File: config.mk
export PLATFORM = sky130hd
export DESIGN_NAME = edit_distance_engine_unit
export DESIGN_NICKNAME = d
export VERILOG_FILES = /design/src/rtl/ede_pkg.sv /design/src/rtl/ede_ctrl.sv /design/src/rtl/ede_datapath.sv /design/src/rtl/edit_distance_engine_unit.sv
export SDC_FILE = /design/constraint.sdc
export NUM_CORES = 1
export LEC_CHECK = 0
export ABC_AREA = 1
export BUFFER_PORTS_ARGS = -buffer_cell sky130_fd_sc_hd__buf_2
export CORE_ASPECT_RATIO = 0.75
export CORE_MARGIN = 2
export CORE_UTILIZATION = 55
export CTS_CLUSTER_DIAMETER = 40
export DETAILED_ROUTE_END_ITERATION = 6
export PLACE_DENSITY_LB_ADDON = 0.08
export SKIP_CTS_REPAIR_TIMING = 1
export SLEW_MARGIN = 20
export SYNTH_ARGS = -nofsm -noshare
export SYNTH_HDL_FRONTEND = slang
export SYNTH_SLANG_ARGS = --single-unit
File: constraint.sdc
create_clock -name clk -period 8.55 [get_ports clk]
set_input_delay 0.855 -clock clk [delete_from_list [all_inputs] [get_ports clk]]
set_output_delay 0.855 -clock clk [all_outputs]
set_load 0.005 [all_outputs]
File: src/rtl/ede_pkg.sv
// ----------------------------------------------------------------------------
// ede_pkg: shared types for the edit distance engine
// Opcodes, controller states and the command and status groups that pass
// between the controller and the datapath.
// ----------------------------------------------------------------------------
package ede_pkg;

    typedef enum logic [1:0] {
        OP_CLEAR   = 2'd0,
        OP_APPEND  = 2'd1,
        OP_PROCESS = 2'd2,
        OP_FINISH  = 2'd3
    } op_t;

    typedef enum logic [1:0] {
        ST_IDLE,
        ST_DECODE,
        ST_WALK,
        ST_EMIT
    } state_t;

    // Commands from the controller to the datapath.
    typedef struct packed {
        logic latch_item;
        logic do_clear;
        logic do_append;
        logic set_drop;
        logic start_walk;
        logic walk_step;
        logic load_out;
    } cmd_t;

    // Status from the datapath to the controller.
    typedef struct packed {
        op_t  op;
        logic ref_full;
        logic ref_zero;
        logic query_full;
        logic query_zero;
        logic walk_last;
        logic out_busy;
    } status_t;

endpackage

File: src/rtl/ede_ctrl.sv
// ----------------------------------------------------------------------------
// ede_ctrl: controller state machine
// Decodes each item and sequences the datapath through the row walk and
// the result hand-off.
// ----------------------------------------------------------------------------
module ede_ctrl (
    input  logic             clk,
    input  logic             rst_n,
    input  logic             item_valid,
    output logic             item_ready,
    input  ede_pkg::status_t status,
    output ede_pkg::cmd_t    cmd
);
    import ede_pkg::*;

    state_t state_reg;
    state_t state_next;

    always_ff @(posedge clk or negedge rst_n)
    begin
        if (!rst_n)
        begin
            state_reg <= ST_IDLE;
        end
        else
        begin
            state_reg <= state_next;
        end
    end

    always_comb
    begin
        state_next = state_reg;
        cmd        = '0;
        item_ready = 1'b0;
        unique case (state_reg)
            ST_IDLE:
            begin
                item_ready = 1'b1;
                if (item_valid)
                begin
                    cmd.latch_item = 1'b1;
                    state_next     = ST_DECODE;
                end
            end
            ST_DECODE:
            begin
                state_next = ST_IDLE;
                unique case (status.op)
                    OP_CLEAR:
                    begin
                        cmd.do_clear = 1'b1;
                    end
                    OP_APPEND:
                    begin
                        // Appends after the first query byte are ignored.
                        if (status.query_zero)
                        begin
                            if (status.ref_full)
                            begin
                                cmd.set_drop = 1'b1;
                            end
                            else
                            begin
                                cmd.do_append = 1'b1;
                            end
                        end
                    end
                    OP_PROCESS:
                    begin
                        if (status.query_full)
                        begin
                            cmd.set_drop = 1'b1;
                        end
                        else
                        begin
                            cmd.start_walk = 1'b1;
                            if (!status.ref_zero)
                            begin
                                state_next = ST_WALK;
                            end
                        end
                    end
                    OP_FINISH:
                    begin
                        state_next = ST_EMIT;
                    end
                    default:
                    begin
                        state_next = ST_IDLE;
                    end
                endcase
            end
            ST_WALK:
            begin
                cmd.walk_step = 1'b1;
                if (status.walk_last)
                begin
                    state_next = ST_IDLE;
                end
            end
            ST_EMIT:
            begin
                if (!status.out_busy)
                begin
                    cmd.load_out = 1'b1;
                    state_next   = ST_IDLE;
                end
            end
            default:
            begin
                state_next = ST_IDLE;
            end
        endcase
    end

endmodule

File: src/rtl/ede_datapath.sv
// ----------------------------------------------------------------------------
// ede_datapath: reference store, cost row and output register
// Holds the reference bytes and the cost row in memories and applies one
// step of the edit distance recurrence per cycle during a row walk.
// ----------------------------------------------------------------------------
module ede_datapath #(
    parameter int MAX_LEN = 64
) (
    input  logic             clk,
    input  logic             rst_n,
    input  ede_pkg::cmd_t    cmd,
    output ede_pkg::status_t status,
    input  logic [1:0]       item_op,
    input  logic [7:0]       item_char,
    output logic             out_valid,
    input  logic             out_ready,
    output logic [6:0]       out_distance,
    output logic             out_overflow
);
    import ede_pkg::*;

    localparam int LW = $clog2(MAX_LEN + 1);
    localparam int AW = (MAX_LEN > 1) ? $clog2(MAX_LEN) : 1;
    localparam logic [LW-1:0] MaxLenVal = LW'(MAX_LEN);
    localparam logic [LW-1:0] OneVal    = LW'(1);

    // Entry k of cost_mem holds cost row entry k + 1; entry zero is row0_reg.
    logic [7:0]    ref_mem  [MAX_LEN];
    logic [LW-1:0] cost_mem [MAX_LEN];

    op_t           op_reg;
    logic [7:0]    char_reg;
    logic [LW-1:0] ref_len_reg;
    logic [LW-1:0] query_cnt_reg;
    logic          drop_reg;
    logic [LW-1:0] row0_reg;
    logic [LW-1:0] left_reg;
    logic [LW-1:0] corner_reg;
    logic [LW-1:0] j_reg;
    logic [7:0]    rd_ref_reg;
    logic [LW-1:0] rd_cost_reg;
    logic          out_valid_reg;
    logic [6:0]    out_distance_reg;
    logic          out_overflow_reg;

    logic [LW-1:0] j_plus;
    logic [LW-1:0] query_plus;
    logic [LW-1:0] ref_plus;
    logic [LW-1:0] ref_minus;
    logic [AW-1:0] rd_addr;
    logic [LW-1:0] min_a;
    logic [LW-1:0] min_b;
    logic [LW-1:0] cost_new;
    logic [LW-1:0] final_cost;
    logic [LW+6:0] final_ext;

    assign j_plus     = j_reg + OneVal;
    assign query_plus = query_cnt_reg + OneVal;
    assign ref_plus   = ref_len_reg + OneVal;
    assign ref_minus  = ref_len_reg - OneVal;

    always_comb
    begin
        priority if (cmd.walk_step)
        begin
            rd_addr = j_plus[AW-1:0];
        end
        else if (cmd.start_walk)
        begin
            rd_addr = '0;
        end
        else
        begin
            rd_addr = ref_minus[AW-1:0];
        end
    end

    // One step of the recurrence: match takes the diagonal, otherwise one
    // more than the smallest of upper, diagonal and left.
    always_comb
    begin
        min_a = (rd_cost_reg < corner_reg) ? rd_cost_reg : corner_reg;
        min_b = (min_a < left_reg) ? min_a : left_reg;
        if (rd_ref_reg == char_reg)
        begin
            cost_new = corner_reg;
        end
        else
        begin
            cost_new = min_b + OneVal;
        end
    end

    assign final_cost = (ref_len_reg == '0) ? row0_reg : rd_cost_reg;
    assign final_ext  = {7'd0, final_cost};

    always_ff @(posedge clk)
    begin
        if (cmd.do_append)
        begin
            ref_mem[ref_len_reg[AW-1:0]]  <= char_reg;
            cost_mem[ref_len_reg[AW-1:0]] <= ref_plus;
        end
        else if (cmd.walk_step)
        begin
            cost_mem[j_reg[AW-1:0]] <= cost_new;
        end
        rd_ref_reg  <= ref_mem[rd_addr];
        rd_cost_reg <= cost_mem[rd_addr];
    end

    always_ff @(posedge clk)
    begin
        if (cmd.latch_item)
        begin
            op_reg   <= op_t'(item_op);
            char_reg <= item_char;
        end
        if (cmd.start_walk)
        begin
            left_reg   <= query_plus;
            corner_reg <= query_cnt_reg;
        end
        else if (cmd.walk_step)
        begin
            left_reg   <= cost_new;
            corner_reg <= rd_cost_reg;
        end
        if (cmd.load_out)
        begin
            out_distance_reg <= final_ext[6:0];
            out_overflow_reg <= drop_reg;
        end
    end

    always_ff @(posedge clk or negedge rst_n)
    begin
        if (!rst_n)
        begin
            ref_len_reg   <= '0;
            query_cnt_reg <= '0;
            drop_reg      <= 1'b0;
            row0_reg      <= '0;
            j_reg         <= '0;
            out_valid_reg <= 1'b0;
        end
        else
        begin
            if (cmd.do_clear)
            begin
                ref_len_reg   <= '0;
                query_cnt_reg <= '0;
                drop_reg      <= 1'b0;
                row0_reg      <= '0;
            end
            if (cmd.do_append)
            begin
                ref_len_reg <= ref_plus;
            end
            if (cmd.set_drop)
            begin
                drop_reg <= 1'b1;
            end
            if (cmd.start_walk)
            begin
                query_cnt_reg <= query_plus;
                row0_reg      <= query_plus;
                j_reg         <= '0;
            end
            else if (cmd.walk_step)
            begin
                j_reg <= j_plus;
            end
            if (cmd.load_out)
            begin
                out_valid_reg <= 1'b1;
            end
            else if (out_ready)
            begin
                out_valid_reg <= 1'b0;
            end
        end
    end

    assign status.op         = op_reg;
    assign status.ref_full   = (ref_len_reg == MaxLenVal);
    assign status.ref_zero   = (ref_len_reg == '0);
    assign status.query_full = (query_cnt_reg == MaxLenVal);
    assign status.query_zero = (query_cnt_reg == '0);
    assign status.walk_last  = (j_plus == ref_len_reg);
    assign status.out_busy   = out_valid_reg && !out_ready;

    assign out_valid    = out_valid_reg;
    assign out_distance = out_distance_reg;
    assign out_overflow = out_overflow_reg;

endmodule

File: src/rtl/edit_distance_engine_unit.sv
// ----------------------------------------------------------------------------
// edit_distance_engine_unit: Levenshtein edit distance engine
// A query byte starts a walk of the cost row, and finish moves the
// distance to the output register. One item is in work at a time.
// Reset clears the lengths, the drop flag, cost row entry zero and the
// output valid; the byte and cost memories are not cleared.
// ----------------------------------------------------------------------------
// Items arrive on the slave side with the opcode in tuser and the byte in
// tdata. Clear starts a new comparison, append extends the reference string
// and seeds its cost row entry with its position, process takes one query
// byte and rewrites the cost row in place, and finish emits the distance
// between the two strings seen so far.
//
// The controller walks the cost row one entry per cycle. The memories are
// read one entry ahead, so each cycle writes entry j while fetching entry
// j + 1, and the left and diagonal neighbors live in registers. The result
// sits in an output register, so the engine takes the next item while a
// distance still waits on the master side; a further finish holds in its
// emit state until the output register is free.
// ----------------------------------------------------------------------------
module edit_distance_engine_unit #(
    parameter int MAX_LEN = 64
) (
    input  logic       clk,
    input  logic       rst_n,
    input  logic       s_tvalid,
    output logic       s_tready,
    input  logic [7:0] s_tdata,   // [7:0] char_in
    input  logic [1:0] s_tuser,   // [1:0] opcode
    output logic       m_tvalid,
    input  logic       m_tready,
    output logic [7:0] m_tdata,   // [6:0] distance, [7] zero fill
    output logic       m_tuser    // [0] overflow
);
    import ede_pkg::*;

    cmd_t       cmd;
    status_t    status;
    logic [6:0] distance;

    ede_ctrl u_ctrl (
        .clk        (clk),
        .rst_n      (rst_n),
        .item_valid (s_tvalid),
        .item_ready (s_tready),
        .status     (status),
        .cmd        (cmd)
    );

    ede_datapath #(
        .MAX_LEN (MAX_LEN)
    ) u_datapath (
        .clk          (clk),
        .rst_n        (rst_n),
        .cmd          (cmd),
        .status       (status),
        .item_op      (s_tuser),
        .item_char    (s_tdata),
        .out_valid    (m_tvalid),
        .out_ready    (m_tready),
        .out_distance (distance),
        .out_overflow (m_tuser)
    );

    assign m_tdata = {1'b0, distance};

endmodule
==> metrics.md <==
| Metric | Value |
|---|---|
| Status | `finished, final reports clean` |
| Classification of the worst setup path | `reg -> reg` |
| Number of global-route vias before repair | `27600` |
| Root Driver | `clkbuf_16` |
| F_max | `192 MHz` |
| Reg-to-Reg End | `u_datapath.cost_mem[38][2]` |
| Layout area overhead | `11.2%` |
| Total core area | `78500 um^2` |
| Largest area contributor in the netlist | `edfxtp_1` |
| Number of flip-flops under the largest register name | `512` |
| Largest net degree at the start of global routing | `200` |
| Fraction of layout cells with a size suffix above 1 | `8.50%` |
| Sequential cell area fraction in the yosys report | `70.7%` |
| Synth area leaders | `edfxtp_1, a21oi_1, o211ai_1` |
| Vias per cell | `6.40` |
| Worst Setup Start Kind | `flop` |
| Worst r2r path cells | `20` |
| Syn Inst Count | `3552` |
| Comb pwr share | `0.1%` |
| Clock Skew | `0.0330 ns` |
| Crit. End Element | `flop` |
| Placed cells | `4390` |
| Hold Crit Class | `in -> async` |
| Pwr Density | `222 nW/um^2` |
| CP cell instances | `ha_1, nand2_1, inv_1, a21oi_1, nand2_1, o21ai_0, ha_1, a21oi_1, nor2_1, a211oi_2, nand2_2, nand2_1, nand2_1, ha_1, nand3_1, nand2_1, o22ai_1, nand2_1, o21ai_4, buf_4` |
| Ports | `25` |
| Number of iterations in the first detailed-routing pass | `5` |
| Internal Pwr Total | `0.00861 W` |
| Row cnt | `89` |
| Max-cap violations | `0` |
| Tcrit/Tclk final | `61.0%` |
| CTS Sinks | `1032` |
| Initial antenna violation count | `1` |
| RSZ-0062 raised after global routing | `no` |
| Unique masters post-synth | `42` |
| Avg WL per Cell | `25.5 um` |
| Final Hold Slack | `0.204 ns` |
| Final setup TNS | `0 ns` |
| Max Slew Vio Count | `0` |
| Worst-Skew Late Latency | `0.70 ns` |
| Tmin final | `5.21 ns` |
| R2R Setup Slk | `3.34 ns` |
| Total number of vias | `29500` |
| Req. time, crit path | `8.94 ns` |
| GRT Resource Usage Total | `28.9%` |
| First-pass GRT wire length | `177000 um` |
| Initial Util | `55.4%` |
| TritonCTS clock tree | `built` |
| Cell Area, Synth | `43500 um^2` |
| Flop pwr share | `50.9%` |
| Cell area after layout | `48300 um^2` |
| Synth top area share | `68.5%` |
| Least-Margin Pin Slew | `1.16 ns` |
| Post-Layout Cell Count | `4613` |
| Sw Pwr | `0.00212 W` |
| Switch share | `19.8%` |
| Die area | `81300 um^2` |
| Yosys warning count | `0` |
| Hpwl dp | `67900 um` |
| DRT antenna net count | `0` |
| XOR/XNOR share of the synthesized area | `0.443%` |
| Post-Synthesis Net Count | `3588` |
| Clock transition at path regs | `0.06 ns` |
| Die height | `247 um` |
| Layout fillers | `5973` |
| Grt ovf | `0` |
| R2R Path Start | `u_datapath.rd_cost_reg[5]` |
| Fraction of the mapped netlist area in compound gates | `16.6%` |
| Width of the chip | `329 um` |
| Post-synth top cells | `edfxtp_1, a21oi_1, nor2_1` |
| IO buf count | `23` |
| Critical path's slowest cell | `buf_4` |
| H-tree depth | `3` |
| Simple-gate area share of the yosys netlist | `7.86%` |
| Peak VDD IR | `0.000179 V` |
| Async set-reset flop share out of synthesis | `2.42%` |
| Worst slew margin | `22.9%` |
| Clock power frac | `49.1%` |
| Final Hold Fails | `0` |
| CP Max Fanout | `64` |
| Final nets | `3500` |
| Flops & latches, synth | `1032` |
| Main combinational cell family by area after synthesis | `compound AO/OA/AOI/OAI gates` |
| Inserted Clock Buffers | `118` |
| Post-synthesis mux area share | `0%` |
| DRC viols | `0` |
| Top FF cell, synth | `edfxtp_1` |
| CP peak stage delay | `0.55 ns` |
| Post-synth EDFFs | `992` |
| Leak | `15.8 nW` |
| Initial DRC Count | `4150` |
| Placement Cell Area | `44200 um^2` |
| Clk buf depth | `3` |
| Placer's final routability congestion estimate | `0.905` |
| Final wirelength | `118000 um` |
| Synth Area per Inst | `12.2 um^2` |
| Count leader, synth | `edfxtp_1` |
| Crit path DAT | `5.61 ns` |
| Synth Area in Adders | `0.633%` |
| Final setup viols | `0` |
| CP most frequent cell | `nand2_1` |
## worst max path at each step
stage                                    from                    endpoint  depth (start not counted)
floorplan            u_datapath.corner_reg[6]   u_datapath.cost_mem[0][1]                         18
global placement    u_datapath.rd_cost_reg[0]  u_datapath.cost_mem[48][2]                         22
CTS                 u_datapath.rd_cost_reg[5]  u_datapath.cost_mem[38][2]                         20
finish              u_datapath.rd_cost_reg[5]  u_datapath.cost_mem[38][2]                         20
global route         u_datapath.corner_reg[6]  u_datapath.cost_mem[39][4]                         23
detailed placement  u_datapath.rd_cost_reg[5]  u_datapath.cost_mem[34][2]                         20
## final cells by class
cell class / instances / area, um^2 / area share [%]
antenna: 2 / 5.00 / 0.0104
clock buffer: 144 / 3240 / 6.69
clock inverter: 77 / 913 / 1.89
inverter: 94 / 355 / 0.735
multi-input combinational: 2148 / 11200 / 23.2
sequential: 1032 / 30700 / 63.5
tap: 1046 / 1310 / 2.71
timing repair buffer: 70 / 581 / 1.20
## cells by family (layout without fill, tap and decap cells)
kind of cell | after synthesis | count (layout)
other | 1 | 3
adders and majority gates | 22 | 22
and+or+nand+nor | 817 | 817
buffers and inverters | 372 | 385
DFF | 1032 | 1032
AOI/OAI and AO/OA | 1286 | 1286
xor gates and xnor gates | 22 | 22
## layout by cell type (no fill, tap or decap), drive strengths merged, types with 3 or more instances in the layout
cell type  count
clkinvlp      14
buf           70
dfxtp         15
o22ai          6
edfxtp       992
xnor2          3
a21oi        491
bufinv        14
dfrtp         25
nor3          17
nand2        161
clkbuf       144
nand3b         3
nand4         10
nor2         409
inv          111
clkinv        32
ha            22
nand3        213
o211ai       240
o21ai        508
o32ai         31
xor2          19
## routing by layer
metal | GRT usage, % | up-vias | part of all wire, %
met4 | 8.04 | 2 | 2.4
met3 | 6.63 | 184 | 10
met1 | 45.4 | 14700 | 45
met5 | 0 | - | 0.011
li1 | - | 13200 | -
met2 | 40.2 | 1439 | 42
## power by group through the flow
| stage | Clock, W | Combinational (W) | Sequential, W |
|---|---|---|---|
| after floorplan | 0 | 0.000000571 | 0.00556 |
| after global placement | 0 | 0.00000602 | 0.00556 |
| after detailed placement | 0 | 0.00000629 | 0.00556 |
| after CTS | 0.00532 | 0.00000638 | 0.00546 |
| after global routing | 0.00554 | 0.00000698 | 0.00545 |
| final | 0.00527 | 0.00000608 | 0.00546 |
## worst max-delay path: cells and delay by family (launching register included)
kind / cells / cell delay [ns]
AOI/OAI and AO/OA: 6 / 1.63
adders and majority gates: 3 / 0.84
buffers and inverters: 2 / 0.60
DFF: 1 / 0.45
and+or+nand+nor: 9 / 1.33
## stage by stage
step	total power [W]	utilization, %	worst slack [ns]
2_1_floorplan	0.00556	-	2.39
5_1_grt	0.0110	61.6	2.92
6_report	0.0107	61.6	3.34
3_5_place_dp	0.00557	56.3	3.51
4_1_cts	0.0108	61.6	3.46
3_3_place_gp	0.00557	56.3	3.59
(Power assumes the default switching activity.)
